File: src/wrrc_pkg.sv
// Package for the waveform rise run check block.
// Holds waveform lengths, the surface bin limit, field widths and register indexes.
// No dependencies.
package wrrc_pkg;

  localparam int unsigned APD_LENGTH    = 256;
  localparam int unsigned PMT_LENGTH    = 512;
  localparam int unsigned SURFACE_LIMIT = 20;

  localparam int unsigned BinW   = 9;
  localparam int unsigned SwW    = 9;
  localparam int unsigned ThrW   = 8;
  localparam int unsigned ValW   = 10;
  localparam int unsigned CountW = 8;
  // Window bounds: bin + width and length - 1 both fit here.
  localparam int unsigned WinW   = 11;

  localparam int unsigned CfgIdxW  = 1;
  localparam int unsigned CfgDataW = 9;

  typedef logic [CfgIdxW-1:0] cfg_idx_t;
  localparam cfg_idx_t CFG_HALF_WIDTH = cfg_idx_t'(0);
  localparam cfg_idx_t CFG_RUN_LIMIT  = cfg_idx_t'(1);

  typedef enum logic {
    FUNC_SAMPLE  = 1'b0,
    FUNC_VERDICT = 1'b1
  } func_e;

  localparam logic [WinW-1:0] SurfaceW   = WinW'(SURFACE_LIMIT);
  localparam logic [WinW-1:0] ApdLastW   = WinW'(APD_LENGTH - 1);
  localparam logic [WinW-1:0] PmtLastW   = WinW'(PMT_LENGTH - 1);
  localparam logic [WinW-1:0] ApdLateW   = WinW'(APD_LENGTH - SURFACE_LIMIT);
  localparam logic [CountW-1:0] CountMax = {CountW{1'b1}};

endpackage

File: src/waveform_rise_run_check.sv
// Top level of the waveform rise run check block.
// Depends on wrrc_pkg for constants, widths and register indexes.
//
// Usage: neighbor waveform samples arrive on the input channel (valid/stall),
// in index order, each tagged with its channel and carrying the record's
// bottom bins. A request with func = 1 ends the record and yields one result
// on the output channel: clean = 1 when the selected bin is 20 or above and
// no run of run-limit rises unbroken by a fall was seen inside the window.
// Sample requests yield no result.
// A request is held in the input register, then the state update and the verdict
// register are written, and a verdict is presented from the verdict register.
// Throughput is one request per cycle while no verdict waits behind a held one,
// set by the run-count update loop through the run-state registers.
// When the receiver stalls, the verdict holds in its output register; sample
// requests keep flowing, and the input stalls only when a second verdict
// must wait behind the held one.
// Reset clears the pipeline valids and run state and loads a half width of 10
// and a run limit of 3. Configuration is written through cfg_we_i; the user must
// write it only while the block is idle, as the block itself does not enforce this.
module waveform_rise_run_check (
  input  logic                               clk_i,
  input  logic                               rst_ni,
  input  logic                               cfg_we_i,
  input  wrrc_pkg::cfg_idx_t                 cfg_index_i,
  input  logic [wrrc_pkg::CfgDataW-1:0]      cfg_wdata_i,
  input  logic                               in_valid_i,
  output logic                               in_stall_o,
  input  logic                               func_i,
  input  logic [wrrc_pkg::BinW-1:0]          first_bin_i,
  input  logic [wrrc_pkg::BinW-1:0]          second_bin_i,
  input  logic                               use_second_i,
  input  logic                               channel_i,
  input  logic [wrrc_pkg::BinW-1:0]          sample_index_i,
  input  logic [wrrc_pkg::ValW-1:0]          sample_value_i,
  input  logic                               waveform_end_i,
  output logic                               out_valid_o,
  input  logic                               out_stall_i,
  output logic                               clean_o
);
  import wrrc_pkg::*;

  // Configuration registers.
  logic [SwW-1:0]  half_width_q;
  logic [ThrW-1:0] run_limit_q;

  always_ff @(posedge clk_i or negedge rst_ni) begin
    if (!rst_ni) begin
      half_width_q <= SwW'(10);
      run_limit_q  <= ThrW'(3);
    end else if (cfg_we_i) begin
      unique case (cfg_index_i)
        CFG_HALF_WIDTH: half_width_q <= cfg_wdata_i[SwW-1:0];
        CFG_RUN_LIMIT:  run_limit_q  <= cfg_wdata_i[ThrW-1:0];
        default: ;
      endcase
    end
  end

  // Input register.
  logic              s1_valid_q;
  func_e             s1_func_q;
  logic [BinW-1:0]   s1_bin_q;
  logic              s1_pmt_q;
  logic [BinW-1:0]   s1_idx_q;
  logic [ValW-1:0]   s1_val_q;
  logic              s1_wend_q;

  logic out_valid_q;
  logic out_clean_q;
  logic out_free;
  logic s1_adv;
  logic in_accept;

  assign out_free   = !out_valid_q || !out_stall_i;
  assign s1_adv     = s1_valid_q && ((s1_func_q == FUNC_SAMPLE) || out_free);
  assign in_stall_o = s1_valid_q && !s1_adv;
  assign in_accept  = in_valid_i && !in_stall_o;

  always_ff @(posedge clk_i or negedge rst_ni) begin
    if (!rst_ni) begin
      s1_valid_q <= 1'b0;
    end else if (in_accept) begin
      s1_valid_q <= 1'b1;
    end else if (s1_adv) begin
      s1_valid_q <= 1'b0;
    end
  end

  always_ff @(posedge clk_i) begin
    if (in_accept) begin
      s1_func_q <= func_e'(func_i);
      s1_bin_q  <= use_second_i ? second_bin_i : first_bin_i;
      s1_pmt_q  <= channel_i;
      s1_idx_q  <= sample_index_i;
      s1_val_q  <= sample_value_i;
      s1_wend_q <= waveform_end_i;
    end
  end

  // Window test for the registered sample.
  logic [WinW-1:0] bin_w, sw_w, idx_w, start_w, stop_w, last_w, sum_w;
  logic            below_surface, active, in_window;

  always_comb begin
    bin_w  = WinW'(s1_bin_q);
    sw_w   = WinW'(half_width_q);
    idx_w  = WinW'(s1_idx_q);
    sum_w  = bin_w + sw_w;
    last_w = s1_pmt_q ? PmtLastW : ApdLastW;
    // bin - width below the surface limit clamps to the limit.
    start_w = (bin_w < sw_w + SurfaceW) ? SurfaceW : (bin_w - sw_w);
    stop_w  = (sum_w > last_w) ? last_w : sum_w;
    below_surface = bin_w < SurfaceW;
    active  = !below_surface && !(!s1_pmt_q && (start_w >= ApdLateW));
    in_window = active && (idx_w >= start_w) && (idx_w < stop_w);
  end

  // Run state.
  logic [ValW-1:0]   prev_q, prev_d;
  logic [CountW-1:0] count_q, count_d, count_upd;
  logic              rise_q, rise_d;

  always_comb begin
    prev_d    = prev_q;
    count_d   = count_q;
    rise_d    = rise_q;
    count_upd = count_q;
    if (s1_adv) begin
      if (s1_func_q == FUNC_VERDICT) begin
        prev_d  = '0;
        count_d = '0;
        rise_d  = 1'b0;
      end else begin
        if (in_window) begin
          if (s1_val_q > prev_q) begin
            if (count_q != CountMax) begin
              count_upd = count_q + CountW'(1);
            end
          end else if (s1_val_q < prev_q) begin
            count_upd = '0;
          end
          if (count_upd >= run_limit_q) begin
            rise_d = 1'b1;
          end
        end
        prev_d  = s1_val_q;
        count_d = s1_wend_q ? '0 : count_upd;
      end
    end
  end

  always_ff @(posedge clk_i or negedge rst_ni) begin
    if (!rst_ni) begin
      prev_q  <= '0;
      count_q <= '0;
      rise_q  <= 1'b0;
    end else begin
      prev_q  <= prev_d;
      count_q <= count_d;
      rise_q  <= rise_d;
    end
  end

  // Verdict register.
  always_ff @(posedge clk_i or negedge rst_ni) begin
    if (!rst_ni) begin
      out_valid_q <= 1'b0;
    end else if (s1_adv && (s1_func_q == FUNC_VERDICT)) begin
      out_valid_q <= 1'b1;
    end else if (!out_stall_i) begin
      out_valid_q <= 1'b0;
    end
  end

  always_ff @(posedge clk_i) begin
    if (s1_adv && (s1_func_q == FUNC_VERDICT)) begin
      out_clean_q <= !below_surface && !rise_q;
    end
  end

  assign out_valid_o = out_valid_q;
  assign clean_o     = out_clean_q;

  // A stall toward the sender only happens with a request waiting.
  a_stall_needs_item: assert property (@(posedge clk_i) disable iff (!rst_ni)
    in_stall_o |-> (s1_valid_q && (s1_func_q == FUNC_VERDICT) && out_valid_q))
    else $error("input stalled without a blocked verdict");

  // Ending a record returns the run state to zero.
  a_verdict_clears: assert property (@(posedge clk_i) disable iff (!rst_ni)
    (s1_adv && (s1_func_q == FUNC_VERDICT)) |=>
      (!rise_q && (count_q == '0) && (prev_q == '0)))
    else $error("run state not cleared after verdict");

  // A new verdict appears only when an end-of-record request left stage one.
  a_out_source: assert property (@(posedge clk_i) disable iff (!rst_ni)
    $rose(out_valid_q) |-> $past(s1_adv && (s1_func_q == FUNC_VERDICT)))
    else $error("verdict without end-of-record request");

  // A surface bin never reports clean.
  a_surface_fails: assert property (@(posedge clk_i) disable iff (!rst_ni)
    (s1_adv && (s1_func_q == FUNC_VERDICT) && below_surface) |=> !out_clean_q)
    else $error("surface bin reported clean");

endmodule

File: config.mk
export PLATFORM = sky130hd
export DESIGN_NAME = waveform_rise_run_check
export DESIGN_NICKNAME = d
export VERILOG_FILES = /design/src/wrrc_pkg.sv /design/src/waveform_rise_run_check.sv
export SDC_FILE = /design/constraint.sdc
export NUM_CORES = 1
export LEC_CHECK = 0
export BUFFER_PORTS_ARGS = -buffer_cell sky130_fd_sc_hd__buf_2
export CORE_ASPECT_RATIO = 0.7
export CORE_MARGIN = 2
export CORE_UTILIZATION = 23
export DETAILED_ROUTE_END_ITERATION = 12
export PLACE_DENSITY_LB_ADDON = 0.1
export SETUP_SLACK_MARGIN = 0.05
export SYNTH_ARGS = -nofsm -noshare
export SYNTH_HDL_FRONTEND = slang
export SYNTH_SLANG_ARGS = --single-unit
File: constraint.sdc
create_clock -name clk_i -period 5.04 [get_ports clk_i]
set_input_delay 0.504 -clock clk_i [delete_from_list [all_inputs] [get_ports clk_i]]
set_output_delay 0.504 -clock clk_i [all_outputs]
set_load 0.005 [all_outputs]
==> results.json <==
{
  "grt_overflow_total": 0,
  "io_pins": 59,
  "finalCritPeriodShare": 0.923,
  "clk_pin_slew_ns": 0.07,
  "ctsLongestPathBuffers": 2,
  "yosys_register_bits": 70,
  "rows": 43,
  "slew_headroom": 0.348,
  "cts_num_sinks": 70,
  "outcome": "complete, no violations",
  "fp.dieW_um": 176,
  "avgSynthCellArea_um2": 10.2,
  "cts-buffers-inserted": 9,
  "setup_ws_ns": 0.388,
  "synth_commonest_cells": "ha_1, inv_1, nand2_1",
  "synth-edff-count": 32,
  "cts_root_buf": "clkbuf_16",
  "hpwl_mm": 9.93,
  "endpoint": "count_q[6]",
  "ys.flop_type": "dfrtp_1",
  "rsz0062_at_grt": "no",
  "period_minus_slack_ns": 4.65,
  "arrival_ns": 4.95,
  "critPathLaunchType": "flip-flop",
  "syn_area_mm2": 0.00474,
  "finClkSkew_ns": 0.00888,
  "rrSetupSlack_ns": 0.39,
  "first_global_vias": 3531,
  "cts_tree": "done",
  "vias": 3617,
  "max_freq_mhz": 215,
  "seqCellArea_mm2": 0.00192,
  "setup_viol": 0,
  "yosysWarnings": 0,
  "seq_area_frac_synth": 0.405,
  "power_density_mw_per_mm2": 349,
  "track_usage": 0.127,
  "portBuffers": 58,
  "fin_tns_setup_ns": 0,
  "synth_top_area_frac": 0.203,
  "antenna_found_initial": 0,
  "die_y_um": 124,
  "synth_area_leaders": "edfxtp_1, dfrtp_1, ha_1, mux2_2, inv_1",
  "r2r_start": "half_width_q[0]",
  "ff2ff_path_depth": 23,
  "slew_violations": 0,
  "r2r-end": "count_q[6]",
  "place_ws_ns": 0.252,
  "dp_cells": 789,
  "wl_mm": 12.8,
  "start_util": 0.237,
  "synthCells": 465,
  "worst_pin_slew_ns": 0.978,
  "crit_start": "half_width_q[0]",
  "multi_input_area_mm2": 0.00266,
  "hold_class": "input port to async pin",
  "clk_latency_ns": 0.36,
  "core_area_mm2": 0.0200,
  "hold_slack_ns": 0.310,
  "p_leak_nw": 2.55,
  "grt_max_degree": 39,
  "cts_max_level": 3,
  "synthArstFlopShare": 0.543,
  "dr.pass1.iters": 4,
  "yosysTopAreaCell": "edfxtp_1",
  "synth.most_common_cell": "ha_1",
  "critPathRequiredTime_ns": 5.34,
  "vdd_ir_drop_max_uv": 158,
  "drc": 0,
  "first_iter_violations": 164,
  "via_per_inst": 4.49,
  "drive_above_1_share": 0.243,
  "nets": 651,
  "n_fill_cell": 2168,
  "synth_cell_type_count": 61,
  "worstSetupEndpointType": "flip-flop",
  "grt_pass1_wl_mm": 20.4,
  "postRouteAntennaNets": 0,
  "critPathMaxFanout": 8,
  "synth_fp_nets": 585,
  "post_drt_wl_per_cell_um": 15.9,
  "die-area_mm2": 0.0218,
  "drv_cap": 0,
  "final-hold-violation-count": 0,
  "crit_type": "flip-flop to flip-flop",
  "fin_cells": 806,
  "globalplace.congestion": 0.849,
  "antenna_cells": 0,
  "area_growth_pct": 20.5
}
==> per-layer routing <==
| layer | global-route usage | part of all wire | vias up |
|---|---|---|---|
| met5 | 0 | 0 | - |
| met4 | 0.0372 | 0.012 | 0 |
| met1 | 0.193 | 0.55 | 1705 |
| met2 | 0.173 | 0.39 | 90 |
| met3 | 0.0339 | 0.049 | 12 |
| li1 | - | - | 1810 |
==> layout make-up <==
type / count / share of cell area
multi-input combinational: 344 / 0.465
sequential: 70 / 0.336
timing repair buffer: 65 / 0.0601
tap: 270 / 0.0592
clock buffer: 9 / 0.0395
inverter: 41 / 0.0270
clock inverter: 7 / 0.0132
==> power breakdown <==
group	switching, mW	internal (mW)	leakage [nW]
clock network	0.312	0.352	0.145
registers	0.0373	0.652	0.786
logic	0.362	0.275	1.62
total	0.711	1.28	2.55
==> critical path, stage by stage (launching register included) <==
cell	delay [ns]
dfrtp_1	0.40
ha_1	0.24
fa_2	0.38
a21oi_2	0.14
o21bai_2	0.08
a21o_1	0.19
a21oi_2	0.18
o31ai_1	0.10
xnor2_1	0.16
ha_1	0.29
nand2_1	0.05
nor3_1	0.14
nand3_1	0.11
nor3_2	0.20
a41oi_2	0.16
mux2i_1	0.16
ha_1	0.30
nand3_1	0.11
or3_1	0.38
nand4_1	0.12
a21oi_1	0.07
o311ai_2	0.30
buf_4	0.22
a22o_2	0.14
==> worst min-delay path by stage <==
stage                            startpoint         endpoint  slack, ns  depth (start not counted)
after global placement               rise_q           rise_q       0.47                          1
after floorplan                      rst_ni       count_q[0]       0.21                          0
after global routing      sample_value_i[7]      s1_val_q[7]       0.30                          1
final                                rst_ni  half_width_q[8]       0.31                          1
after detailed placement        s1_val_q[6]        prev_q[6]       0.48                          2
after CTS                 sample_value_i[7]      s1_val_q[7]       0.30                          1
==> kinds of logic after synthesis <==
group / after synthesis / share of synthesized area
AOI/OAI and AO/OA: 105 / 0.156
xor gates and xnor gates: 20 / 0.0370
adders and majority gates: 64 / 0.172
buffers and inverters: 51 / 0.0415
DFF: 70 / 0.405
muxes: 20 / 0.0470
and+or+nand+nor: 135 / 0.142
==> stage by stage <==
| stage | cell area [um2] | total power [mW] | util |
|---|---|---|---|
| after floorplan | 4740 | 1.14 | - |
| final | 5710 | 1.99 | 0.285 |
| after global placement | 5370 | 1.33 | 0.268 |
| after global routing | 5710 | 2.14 | 0.285 |
| after CTS | 5670 | 2.01 | 0.283 |
| after detailed placement | 5370 | 1.33 | 0.268 |
==> sequential cells by signal (all words and copies together), names as in the netlist, 8 cells and up <==
name	cells
count_q	8
half_width_q	9
prev_q	10
run_limit_q	8
s1_bin_q	9
s1_idx_q	9
s1_val_q	10
==> placed cells by master, fill, tap and decap left out, drive strengths merged, types with 3 or more instances in the layout <==
cell / count
or3: 4
mux2: 18
xor2: 7
inv: 46
nor2b: 8
a21oi: 19
a22o: 9
o21ai: 31
ha: 62
nand4: 8
a31oi: 4
o21a: 4
clkbuf: 9
buf: 65
dfrtp: 34
xnor2: 13
nand2: 38
dfstp: 4
and2: 9
a21o: 12
nor4: 3
nand2b: 7
a211oi: 3
o21bai: 3
nor3: 12
edfxtp: 32
o211ai: 3
nor2: 30
nand3: 9
==> timing repair <==
action                                  CTS  global route
resized for setup                         0             8
buffers inserted                          0             1
hold buffers                              0             0
endpoints found under the setup margin    0             9
No activity file was read; power rests on OpenSTA's default activity.
